$ cat src/sv/hts_pkg.sv
package hts_pkg;

  localparam int QUEUE_DEPTH_DEF = 4;

  localparam int ROM_AW = 5;
  localparam int LEN_W  = 4;

  // escape table layout: back+bold run together so the first bold is one run
  localparam logic [ROM_AW-1:0] BACK_BOLD_START = 5'd0;
  localparam logic [LEN_W-1:0]  BACK_BOLD_LEN   = 4'd9;
  localparam logic [ROM_AW-1:0] BOLD_START      = 5'd5;
  localparam logic [LEN_W-1:0]  BOLD_LEN        = 4'd4;
  localparam logic [ROM_AW-1:0] RESET_START     = 5'd9;
  localparam logic [LEN_W-1:0]  RESET_LEN       = 4'd8;
  localparam logic [ROM_AW-1:0] TAB_START       = 5'd17;
  localparam logic [LEN_W-1:0]  TAB_LEN         = 4'd3;

  localparam logic [7:0] CH_LT    = 8'h3C;
  localparam logic [7:0] CH_GT    = 8'h3E;
  localparam logic [7:0] CH_SLASH = 8'h2F;
  localparam logic [7:0] CH_SPACE = 8'h20;
  localparam logic [7:0] CH_NL    = 8'h0A;

  localparam int CAND_P   = 0;
  localparam int CAND_BR  = 1;
  localparam int CAND_B   = 2;
  localparam int CAND_TAB = 3;
  localparam int NCAND    = 4;

  typedef struct packed {
    logic [7:0] text_byte;
    logic       end_of_text;
  } in_item_t;

  typedef struct packed {
    logic [7:0] out_byte;
    logic       last_of_run;
  } out_item_t;

  typedef struct packed {
    logic              is_lit;
    logic [7:0]        lit_byte;
    logic [ROM_AW-1:0] start;
    logic [LEN_W-1:0]  len;
  } act_t;

  function automatic logic [7:0] esc_byte(input logic [ROM_AW-1:0] idx);
    logic [7:0] b;
    unique case (idx)
      5'd0:    b = 8'h1B;
      5'd1:    b = "[";
      5'd2:    b = "4";
      5'd3:    b = "5";
      5'd4:    b = "m";
      5'd5:    b = 8'h1B;
      5'd6:    b = "[";
      5'd7:    b = "1";
      5'd8:    b = "m";
      5'd9:    b = 8'h1B;
      5'd10:   b = "[";
      5'd11:   b = "2";
      5'd12:   b = "2";
      5'd13:   b = ";";
      5'd14:   b = "4";
      5'd15:   b = "9";
      5'd16:   b = "m";
      5'd17:   b = CH_SPACE;
      5'd18:   b = CH_SPACE;
      5'd19:   b = CH_SPACE;
      default: b = 8'h00;
    endcase
    return b;
  endfunction

  function automatic logic [LEN_W-1:0] cand_len(input int k);
    logic [LEN_W-1:0] l;
    case (k)
      CAND_P:  l = 4'd1;
      CAND_BR: l = 4'd2;
      CAND_B:  l = 4'd1;
      default: l = 4'd11;
    endcase
    return l;
  endfunction

  function automatic logic [7:0] cand_char(input int k, input logic [LEN_W-1:0] idx);
    logic [7:0] ch;
    ch = 8'h00;
    case (k)
      CAND_P:  ch = "p";
      CAND_BR: ch = (idx == 4'd0) ? 8'("b") : 8'("r");
      CAND_B:  ch = "b";
      default: begin
        case (idx)
          4'd0:    ch = "s";
          4'd1:    ch = "t";
          4'd2:    ch = "y";
          4'd3:    ch = "l";
          4'd4:    ch = "e";
          4'd5:    ch = "=";
          4'd6:    ch = 8'h22;
          4'd7:    ch = "t";
          4'd8:    ch = "a";
          4'd9:    ch = "b";
          4'd10:   ch = 8'h22;
          default: ch = 8'h00;
        endcase
      end
    endcase
    return ch;
  endfunction

endpackage

$ cat src/sv/hts_front.sv
module hts_front (
  input  logic              clk,
  input  logic              rst_n,
  input  logic              in_valid,
  output logic              in_ready,
  input  hts_pkg::in_item_t in_data,
  input  logic              color_en,
  input  logic              q_ready,
  output logic              q_push,
  output hts_pkg::act_t     q_act
);
  import hts_pkg::*;

  typedef enum logic [4:0] {
    M_TEXT   = 5'b00001,
    M_VAGUE  = 5'b00010,
    M_OPEN   = 5'b00100,
    M_PARAMS = 5'b01000,
    M_CLOSE  = 5'b10000
  } mode_t;

  mode_t            mode_r, mode_nxt;
  logic [LEN_W-1:0] len_r, len_nxt;
  logic [NCAND-1:0] flags_r, flags_nxt;
  logic             fbp_r, fbp_nxt;
  logic             drop_r, drop_nxt;

  logic             accept;
  logic [7:0]       c, lc;
  logic [NCAND-1:0] take_flags, fresh_flags, hit;
  logic [LEN_W-1:0] take_len;
  logic             is_end;

  assign in_ready = q_ready;
  assign accept   = in_valid && q_ready;
  assign c        = in_data.text_byte;
  assign lc       = (c >= "A" && c <= "Z") ? c + 8'd32 : c;
  assign is_end   = (c == CH_SPACE) || (c == CH_GT);
  assign take_len = (len_r == 4'hF) ? len_r : len_r + 4'd1;

  always_comb begin
    for (int k = 0; k < NCAND; k++) begin
      take_flags[k]  = flags_r[k] && len_r < cand_len(k) && cand_char(k, len_r) == lc;
      fresh_flags[k] = cand_char(k, 4'd0) == lc;
      hit[k]         = flags_r[k] && len_r == cand_len(k);
    end
  end

  always_comb begin
    mode_nxt  = mode_r;
    len_nxt   = len_r;
    flags_nxt = flags_r;
    fbp_nxt   = fbp_r;
    drop_nxt  = drop_r;
    q_push    = 1'b0;
    q_act     = '{is_lit: 1'b1, lit_byte: c, start: '0, len: 4'd1};
    unique case (mode_r)
      M_VAGUE: begin
        if (c == CH_SLASH) begin
          mode_nxt  = M_CLOSE;
          len_nxt   = '0;
          flags_nxt = '1;
        end else begin
          mode_nxt  = M_OPEN;
          len_nxt   = 4'd1;
          flags_nxt = fresh_flags;
        end
      end
      M_OPEN: begin
        if (is_end) begin
          if (hit[CAND_P] || hit[CAND_BR]) begin
            q_push         = 1'b1;
            q_act.lit_byte = CH_NL;
          end else if (hit[CAND_B]) begin
            fbp_nxt = 1'b0;
            q_push  = color_en;
            q_act   = fbp_r ? act_t'{1'b0, 8'h00, BACK_BOLD_START, BACK_BOLD_LEN}
                            : act_t'{1'b0, 8'h00, BOLD_START, BOLD_LEN};
          end
          mode_nxt  = (c == CH_SPACE) ? M_PARAMS : M_TEXT;
          len_nxt   = '0;
          flags_nxt = '1;
        end else begin
          len_nxt   = take_len;
          flags_nxt = take_flags;
        end
      end
      M_PARAMS: begin
        if (c == CH_GT) begin
          q_push    = hit[CAND_TAB];
          q_act     = '{1'b0, 8'h00, TAB_START, TAB_LEN};
          mode_nxt  = M_TEXT;
          len_nxt   = '0;
          flags_nxt = '1;
        end else begin
          len_nxt   = take_len;
          flags_nxt = take_flags;
        end
      end
      M_CLOSE: begin
        if (c == CH_GT) begin
          if (hit[CAND_B]) begin
            q_push = color_en;
            q_act  = '{1'b0, 8'h00, RESET_START, RESET_LEN};
          end else if (hit[CAND_P]) begin
            drop_nxt = 1'b1;
          end
          mode_nxt  = M_TEXT;
          len_nxt   = '0;
          flags_nxt = '1;
        end else begin
          len_nxt   = take_len;
          flags_nxt = take_flags;
        end
      end
      default: begin
        mode_nxt = M_TEXT;
        if (!(drop_r && c == CH_SPACE)) begin
          drop_nxt = 1'b0;
          if (c == CH_LT) mode_nxt = M_VAGUE;
          else            q_push   = 1'b1;
        end
      end
    endcase
    if (in_data.end_of_text) begin
      mode_nxt  = M_TEXT;
      len_nxt   = '0;
      flags_nxt = '1;
      fbp_nxt   = 1'b1;
      drop_nxt  = 1'b0;
    end
    if (!accept) q_push = 1'b0;
  end

  always_ff @(posedge clk) begin
    if (!rst_n) begin
      mode_r  <= M_TEXT;
      len_r   <= '0;
      flags_r <= '1;
      fbp_r   <= 1'b1;
      drop_r  <= 1'b0;
    end else if (accept) begin
      mode_r  <= mode_nxt;
      len_r   <= len_nxt;
      flags_r <= flags_nxt;
      fbp_r   <= fbp_nxt;
      drop_r  <= drop_nxt;
    end
  end

endmodule

$ cat src/sv/hts_queue.sv
module hts_queue #(
  parameter int DEPTH = hts_pkg::QUEUE_DEPTH_DEF
) (
  input  logic          clk,
  input  logic          rst_n,
  input  logic          push,
  input  hts_pkg::act_t push_act,
  output logic          not_full,
  output logic          head_valid,
  output hts_pkg::act_t head_act,
  input  logic          pop
);
  import hts_pkg::*;

  localparam int PW = (DEPTH > 1) ? $clog2(DEPTH) : 1;
  localparam int CW = $clog2(DEPTH + 1);

  act_t          mem [DEPTH];
  logic [PW-1:0] wr_r, rd_r;
  logic [CW-1:0] cnt_r;
  logic          do_push, do_pop;

  assign not_full   = cnt_r != CW'(DEPTH);
  assign head_valid = cnt_r != '0;
  assign head_act   = mem[rd_r];
  assign do_push    = push && not_full;
  assign do_pop     = pop && head_valid;

  always_ff @(posedge clk) begin
    if (do_push) mem[wr_r] <= push_act;
  end

  always_ff @(posedge clk) begin
    if (!rst_n) begin
      wr_r  <= '0;
      rd_r  <= '0;
      cnt_r <= '0;
    end else begin
      if (do_push) wr_r <= (wr_r == PW'(DEPTH - 1)) ? '0 : wr_r + PW'(1);
      if (do_pop)  rd_r <= (rd_r == PW'(DEPTH - 1)) ? '0 : rd_r + PW'(1);
      if (do_push && !do_pop)      cnt_r <= cnt_r + CW'(1);
      else if (do_pop && !do_push) cnt_r <= cnt_r - CW'(1);
    end
  end

endmodule

$ cat src/sv/hts_back.sv
module hts_back (
  input  logic               clk,
  input  logic               rst_n,
  input  logic               head_valid,
  input  hts_pkg::act_t      head_act,
  output logic               pop,
  output logic               out_valid,
  input  logic               out_ready,
  output hts_pkg::out_item_t out_data
);
  import hts_pkg::*;

  logic [LEN_W-1:0]  off_r;
  logic              ov_r;
  out_item_t         od_r;
  logic              load, is_last;
  logic [ROM_AW-1:0] idx;
  logic [7:0]        b;

  assign load    = head_valid && (!ov_r || out_ready);
  assign idx     = head_act.start + ROM_AW'(off_r);
  assign b       = head_act.is_lit ? head_act.lit_byte : esc_byte(idx);
  assign is_last = head_act.is_lit || (off_r == head_act.len - 4'd1);
  assign pop     = load && is_last;

  assign out_valid = ov_r;
  assign out_data  = od_r;

  always_ff @(posedge clk) begin
    if (load) od_r <= '{out_byte: b, last_of_run: is_last};
  end

  always_ff @(posedge clk) begin
    if (!rst_n) begin
      ov_r  <= 1'b0;
      off_r <= '0;
    end else begin
      if (load)           ov_r <= 1'b1;
      else if (out_ready) ov_r <= 1'b0;
      // step through the escape run one byte per beat
      if (load) off_r <= is_last ? '0 : off_r + 4'd1;
    end
  end

endmodule

$ cat src/sv/html_tag_stripper.sv
// an accepted input beat is registered in the action queue, then its first
//   result beat in the output register; throughput: one input byte per
//   cycle while the queue has room; escape runs (up to 9 bytes) are held
//   in a 4-deep action queue between the parser and the byte sequencer
// reset: synchronous active-low rst_n clears the parser, queue and output
//   register; color_enable resets to 1
module html_tag_stripper #(
  parameter int QUEUE_DEPTH = hts_pkg::QUEUE_DEPTH_DEF
) (
  input  logic               clk,
  input  logic               rst_n,
  input  logic               in_valid,
  output logic               in_ready,
  input  hts_pkg::in_item_t  in_data,
  output logic               out_valid,
  input  logic               out_ready,
  output hts_pkg::out_item_t out_data,
  input  logic               cfg_we,
  input  logic               cfg_wdata
);
  import hts_pkg::*;

  logic color_en_r;
  logic q_ready, q_push, q_valid, q_pop;
  act_t q_in, q_head;

  always_ff @(posedge clk) begin
    if (!rst_n)      color_en_r <= 1'b1;
    else if (cfg_we) color_en_r <= cfg_wdata;
  end

  hts_front u_front (
    .clk      (clk),
    .rst_n    (rst_n),
    .in_valid (in_valid),
    .in_ready (in_ready),
    .in_data  (in_data),
    .color_en (color_en_r),
    .q_ready  (q_ready),
    .q_push   (q_push),
    .q_act    (q_in)
  );

  hts_queue #(.DEPTH(QUEUE_DEPTH)) u_queue (
    .clk        (clk),
    .rst_n      (rst_n),
    .push       (q_push),
    .push_act   (q_in),
    .not_full   (q_ready),
    .head_valid (q_valid),
    .head_act   (q_head),
    .pop        (q_pop)
  );

  hts_back u_back (
    .clk        (clk),
    .rst_n      (rst_n),
    .head_valid (q_valid),
    .head_act   (q_head),
    .pop        (q_pop),
    .out_valid  (out_valid),
    .out_ready  (out_ready),
    .out_data   (out_data)
  );

  // a run still being emitted keeps its action at the queue head
  a_run_held: assert property (@(posedge clk) disable iff (!rst_n)
    out_valid && !out_data.last_of_run |-> q_valid)
    else $error("escape run lost its queue entry");

  a_empty_ready: assert property (@(posedge clk) disable iff (!rst_n)
    !q_valid |-> in_ready)
    else $error("empty queue stalls input");

  a_pop_loads: assert property (@(posedge clk) disable iff (!rst_n)
    q_pop |=> out_valid && out_data.last_of_run)
    else $error("queue pop without final byte");

endmodule

$ cat config.mk
export PLATFORM = sky130hd
export DESIGN_NAME = html_tag_stripper
export DESIGN_NICKNAME = d
export VERILOG_FILES = /design/src/sv/hts_pkg.sv /design/src/sv/hts_front.sv /design/src/sv/hts_queue.sv /design/src/sv/hts_back.sv /design/src/sv/html_tag_stripper.sv
export SDC_FILE = /design/constraint.sdc
export NUM_CORES = 1
export LEC_CHECK = 0
export ABC_CLOCK_PERIOD_IN_PS = 3600
export BUFFER_PORTS_ARGS = -buffer_cell sky130_fd_sc_hd__buf_2
export CORE_MARGIN = 2
export CORE_UTILIZATION = 62
export CTS_CLUSTER_DIAMETER = 30
export DETAILED_ROUTE_END_ITERATION = 10
export PLACE_DENSITY_LB_ADDON = 0.25
export RECOVER_POWER = 100
export SLEW_MARGIN = 20
export SYNTH_ARGS = -nofsm -noshare
export SYNTH_HDL_FRONTEND = slang
export SYNTH_SLANG_ARGS = --single-unit
$ cat constraint.sdc
create_clock -name clk -period 3.6 [get_ports clk]
set_clock_uncertainty 0.1 [all_clocks]
set_input_delay 0.54 -clock clk [delete_from_list [all_inputs] [get_ports clk]]
set_output_delay 0.54 -clock clk [all_outputs]
set_load 0.02 [all_outputs]
==> flow_summary.ini, run 1 <==
[run_status]
run_status = completed

[floorplanning]
coreArea_sq_mm = 0.00915
die_y_um = 101
die_x_um = 101
row_count = 35
io_pins = 26
start_util_pct = 63.4
die_area_sq_mm = 0.0101

[setup_path]
arrival_ns = 3.58
path_max_fanout = 5
reg2reg_setup_slack_ns = 0.22
start_kind = flip-flop
cp.required_ns = 3.80
end_kind = flip-flop
r2r_cells = 13
path_class = reg -> reg

[global_route]
grt_max_degree = 21
use_met3_pct = 4.23
globalRouteMet1Util_pct = 31.0
grt_pass1_vias = 4037
grt_first_pass_wirelength_mm = 19.6
overflow = 0
grt_usage_pct = 24.7
top_usage_layer = met2
use_met2_pct = 43.4
antenna_found_initial = 0

[yosys]
synthTopCellsByCount = edfxtp_1 (69), nor2_1 (43), dfxtp_1 (37), nand2_1 (36), ha_1 (28)
syn-num-nets = 561
synth_warnings = 0
post-synth-top-area-cell = edfxtp_1
synth_edf_count = 69
synth_area_leaders = edfxtp_1 (36%), dfxtp_1 (13%), ha_1 (6.0%), mux4_2 (5.8%), nor2_1 (2.8%)
ys_ff_latch = 106
synthArstFlopShare_pct = 0
synth_area_sq_mm = 0.00580
synth_flop_cell = edfxtp_1
netlist_instances = 517
syn_area_per_cell_sq_um = 11.2
netlist.area_leader.share_pct = 35.7
yosysMostFrequentCell = edfxtp_1
synth_seq_area_share_pct = 48.5
yosysUniqueCellTypes = 81

[drt]
avgViaCountPerCell = 6.21
route.detailed.drc = 0
routed_wl_mm = 11.6
detail-route-antenna-nets = 0
firstDrtPassIters = 5
first_iter_violations = 270
wl_per_cell_um = 17.4
num_vias = 4118

[clocking]
clk_root_buffer_cell = clkbuf_8
cts.path.max_buffers = 2
path_clk_slew_ns = 0.11
numClockSinks = 106
tritoncts = built
h-tree-depth = 3
clock_latency_ns = 0.37
post_cts_buffers = 0
numCtsBuffers = 9

[timing]
slew_viol_final = 0
min_period_ns = 3.38
finalSetupViolations = 0
slew_headroom_pct = 36.7
tightest_slew_ns = 0.949
max_freq_mhz = 296
rsz0062_at_grt = false
finalCritPeriodShare_pct = 93.8
finalSetupTns_ns = 0
hold_violations = 0

[placed_design]
dp_hpwl_mm = 8.61
dpl.cell_count = 647
io_buffers = 25
gp_congestion = 0.996

[layout]
final-instance-count-excl-fill = 663
fillers = 688
multi_input_area_sq_mm = 0.00274
syn_to_final_growth_pct = 7.03
n_antenna_cell = 0
nets = 591
regArea_sq_mm = 0.00281
fin_util_pct = 67.8
drive_above_1_share_pct = 13.6

[power_and_ir_drop]
power_density_mw_per_mm2 = 578
leakage_nw = 2.21
peakVddDrop_v = 0.000219
p_total_mw = 3.59

[run]
cap_viol_max_count = 0

[hold_path]
hold_class = in -> reg
hold_depth = 3
==> cells in the final DEF, fill, tap and decap left out, types with 5 or more instances in the layout <==
| master | count |
|---|---|
| edfxtp_1 | 69 |
| nor2_1 | 42 |
| nand2_1 | 36 |
| dfxtp_1 | 36 |
| ha_1 | 28 |
| a21oi_1 | 26 |
| clkbuf_1 | 26 |
| inv_1 | 23 |
| o21ai_0 | 15 |
| mux4_2 | 15 |
| nor3_1 | 14 |
| nand3_1 | 12 |
| buf_2 | 11 |
| xnor2_1 | 10 |
| nor4_1 | 9 |
| a31oi_1 | 9 |
| clkbuf_8 | 9 |
| buf_4 | 9 |
| xor2_1 | 8 |
| mux2i_1 | 7 |
| nor2b_1 | 7 |
| o31ai_1 | 6 |
| and3_1 | 5 |
| nand4b_1 | 5 |
| or3_1 | 5 |
==> final cells by class <==
type | instances | area share [%]
clock buffers | 9 | 1.99
clock inverters | 7 | 1.07
inverters | 26 | 1.57
multi-input cells | 357 | 44.1
flip-flops and latches | 106 | 45.3
well taps | 111 | 2.24
repair buffers | 47 | 3.67
==> timing repair <==
item                                    in CTS  in global routing
resized for setup                            0                  5
hold endpoints to repair                     0                  0
endpoints found under the setup margin       0                  1
hold buffers                                 0                  0
==> stage by stage <==
step,area [sq um],setup WS (ns),hold WS [ns]
2_1_floorplan,5800,0.344,0.348
3_3_place_gp,6090,0.213,0.352
3_5_place_dp,6090,0.0900,0.366
4_1_cts,6280,0.0388,0.285
5_1_grt,6210,0.0518,0.315
6_report,6210,0.223,0.295
==> critical path, cell delays in order, from the launching register on <==
cell	delay (ns)
dfxtp_2	0.42
mux4_2	0.56
inv_1	0.08
ha_1	0.18
xor2_2	0.20
nor2_1	0.06
a211o_1	0.27
nand4_1	0.16
ha_1	0.20
inv_1	0.06
fa_1	0.38
xor2_1	0.18
or3_1	0.31
a21oi_1	0.14
==> final timing paths <==
kind	startpoint	to
max	flip-flop	u_queue.cnt_r[2]$_SDFFE_PN0P_
min	cfg_wdata	color_en_r$_SDFFE_PN1P_
max reg2reg	flip-flop	u_queue.cnt_r[2]$_SDFFE_PN0P_
min reg2reg	u_back.out_valid$_SDFFE_PN0P_	u_back.out_valid$_SDFFE_PN0P_
==> routing by layer <==
layer | up-vias | share of wire, %
met5 | - | 0
met4 | 0 | 2.2
li1 | 2009 | -
met2 | 96 | 52
met3 | 25 | 3.4
met1 | 1988 | 43
==> registers in the layout (all words and copies together), names as in the netlist, named ones only <==
| signal | count |
|---|---|
| u_queue.mem | 60 |
| u_front.flags_r | 4 |
| u_queue.wr_r | 2 |
| u_queue.cnt_r | 3 |
| u_queue.rd_r | 2 |
| u_front.len_r | 4 |
| u_front.mode_r | 5 |
| u_front.drop_r | 1 |
| u_back.off_r | 4 |
| u_front.fbp_r | 1 |
| color_en_r | 1 |
| u_back.out_data | 9 |
| u_back.out_valid | 1 |
==> power by group <==
group | internal, mW | switching, mW | leakage [nW]
Clock | 0.270 | 0.438 | 0.0973
Sequential | 1.49 | 0.0822 | 0.946
Combinational | 0.530 | 0.775 | 1.16
==> logic make-up (layout without fill, tap and decap cells) <==
group	Yosys count	count (layout)	synth area share, %
buffers and inverters	54	89	4.14
multiplexers	22	22	7.03
AND/OR/NAND/NOR	179	179	17.4
AO/OA/AOI/OAI	108	108	13.7
XOR/XNOR	19	19	2.87
adder cells (fa/ha/maj)	29	29	6.38
flip-flops	106	106	48.5
(Power assumes the default switching activity.)
==> run 2: changes to the inputs <==
Settings changed: SYNTH_HIERARCHICAL set to 1.
==> flow_summary.ini, run 2 <==
[yosys]
netlist_instances = 535
synth_area_leaders = edfxtp_1 (39%), dfxtp_1 (12%), mux4_2 (6.5%), ha_1 (5.6%), nor2_1 (2.5%)
synth_area_sq_mm = 0.00628
syn-num-nets = 580
synthTopCellsByCount = edfxtp_1 (81), nor2_1 (42), nand2_1 (39), dfxtp_1 (37), ha_1 (28)
synth_seq_area_share_pct = 50.5
syn_area_per_cell_sq_um = 11.7
netlist.area_leader.share_pct = 38.7
ys_ff_latch = 118
yosysUniqueCellTypes = 85
synthArstFlopShare_pct = 0
synth_warnings = 6
synth_flop_cell = edfxtp_1
post-synth-top-area-cell = edfxtp_1
synth_edf_count = 81
yosysMostFrequentCell = edfxtp_1

[layout]
fin_area_sq_mm = 0.00730
largest_reg_flops = 72
n_antenna_cell = 0
top_register = u_queue/mem
fillers = 669
fin_util_pct = 74.4
final_cell_mix = edfxtp_1 (81), nor2_1 (40), nand2_1 (39)
final_common_cell = edfxtp_1
nets = 648
drive_above_1_share_pct = 21.9
syn_to_final_growth_pct = 16.2

[setup_path]
arrival_ns = 3.69
end_kind = flip-flop
cp.required_ns = 3.76
cpPeakStageDelay_ns = 0.50
crit_chain = buf_4 > buf_4 > mux4_2 > ha_1 > inv_1 > fa_1 > xnor2_2 > xnor3_1 > and2_1 > o311ai_1
path_buf_inv = 3
path_class = reg -> reg
slowest_stage = fa_1
path_max_fanout = 11
cpMostUsedCell = buf_4
start_kind = flip-flop
crit_family = XOR/XNOR gates

[clocking]
tritoncts = built
h-tree-depth = 4
clk_root_buffer_cell = clkbuf_8
numCtsBuffers = 17
cts.path.max_buffers = 2
path_clk_slew_ns = 0.06
numClockSinks = 118
clock_latency_ns = 0.52

[drt]
routed_wl_mm = 14.9
firstDrtPassIters = 5
wl_per_cell_um = 19.8
num_vias = 4619
avgViaCountPerCell = 6.17
first_iter_violations = 320
route.detailed.drc = 0
detail-route-antenna-nets = 0

[global_route]
grt_max_degree = 32
grt_first_pass_wirelength_mm = 23.3
grt_usage_pct = 27.7
antenna_found_initial = 0
grt_pass1_vias = 4661
overflow = 0

[floorplanning]
start_util_pct = 64.0
die_area_sq_mm = 0.0110
die_x_um = 105
row_count = 36
coreArea_sq_mm = 0.00982
io_pins = 26
die_y_um = 105

[timing]
tightest_slew_ns = 0.992
slew_viol_final = 0
min_period_ns = 3.53
hold_violations = 0
max_freq_mhz = 283
finalCritPeriodShare_pct = 98.1
finalSetupViolations = 0
slew_headroom_pct = 33.5

[placed_design]
dpl-instance-area_sq_mm = 0.00678
io_buffers = 25
gp_congestion = 0.987
dp_hpwl_mm = 10.4

[power_and_ir_drop]
peakVddDrop_v = 0.000348
power_density_mw_per_mm2 = 660
leakage_nw = 2.68
p_total_mw = 4.82

[hold_path]
hold_class = in -> reg

[run]
cap_viol_max_count = 0

[run_status]
run_status = completed
## run 2: final cells by class
cell class | count | area (sq um) | area share [%]
timing repair buffer | 74 | 440 | 6.03
clock inverter | 13 | 101 | 1.39
inverter | 27 | 101 | 1.39
tap | 133 | 166 | 2.28
multi-input combinational | 365 | 2890 | 39.5
sequential | 118 | 3180 | 43.5
clock buffer | 19 | 432 | 5.91
## run 2: layer usage
metal,vias up,part of all wire (%),global-route usage (%)
met3,43,5.2,5.99
li1,2152,-,-
met2,170,53,50.2
met4,0,3.2,12.2
met5,-,0,0
met1,2254,39,31.3
## run 2: kinds of logic (layout without fill, tap and decap cells)
family | count (synthesis) | count (layout) | share of synthesized area, %
muxes | 32 | 32 | 8.86
other | 1 | 1 | 0.0597
adders and majority gates | 30 | 30 | 6.21
xor gates and xnor gates | 21 | 21 | 3.74
AOI/OAI and AO/OA | 101 | 101 | 11.3
buffers and inverters | 52 | 133 | 3.92
and+or+nand+nor | 180 | 180 | 15.4
DFF | 118 | 118 | 50.5
## run 2: tightest hold or removal path, stage by stage
cell	delay, ns
buf_2	0.08
mux2i_1	0.05
nand2_1	0.06
## run 2: power breakdown
group	switching [mW]	internal, mW	leakage (nW)
registers	0.0880	1.68	1.03
logic	0.887	0.679	1.41
clock network	0.620	0.868	0.239
## run 2: timing repair
| action | CTS | global route |
|---|---|---|
| setup buffers | 0 | 4 |
| setup endpoints to repair | 1 | 1 |
| resized for setup | 3 | 7 |
| hold buffers | 0 | 0 |
| gates cloned | 0 | 0 |
| pin swaps | 0 | 3 |
## run 2: final timing paths
kind,slack (ns),start,end,depth (start not counted)
worst min register to register,0.40,u_queue/wr_r[1]$_SDFFE_PN0P_,u_queue/wr_r[1]$_SDFFE_PN0P_,2
worst max-delay path,0.07,flip-flop,u_back/out_data[4]$_DFFE_PP_,10
worst min-delay path,0.14,cfg_wdata,color_en_r$_SDFFE_PN1P_,3
worst max register to register,0.07,flip-flop,u_back/out_data[4]$_DFFE_PP_,10
## run 2: metrics by stage
step           hold slack [ns]  worst slack, ns  instances  setup TNS (ns)
6_report                 0.140           0.0676        749               0
3_5_place_dp             0.389          -0.0955        713         -0.0955
2_1_floorplan            0.363          0.00778        535               0
5_1_grt                  0.138          -0.0356        749         -0.0356
3_3_place_gp             0.382         -0.00527        713        -0.00527
4_1_cts                  0.129           0.0332        745               0
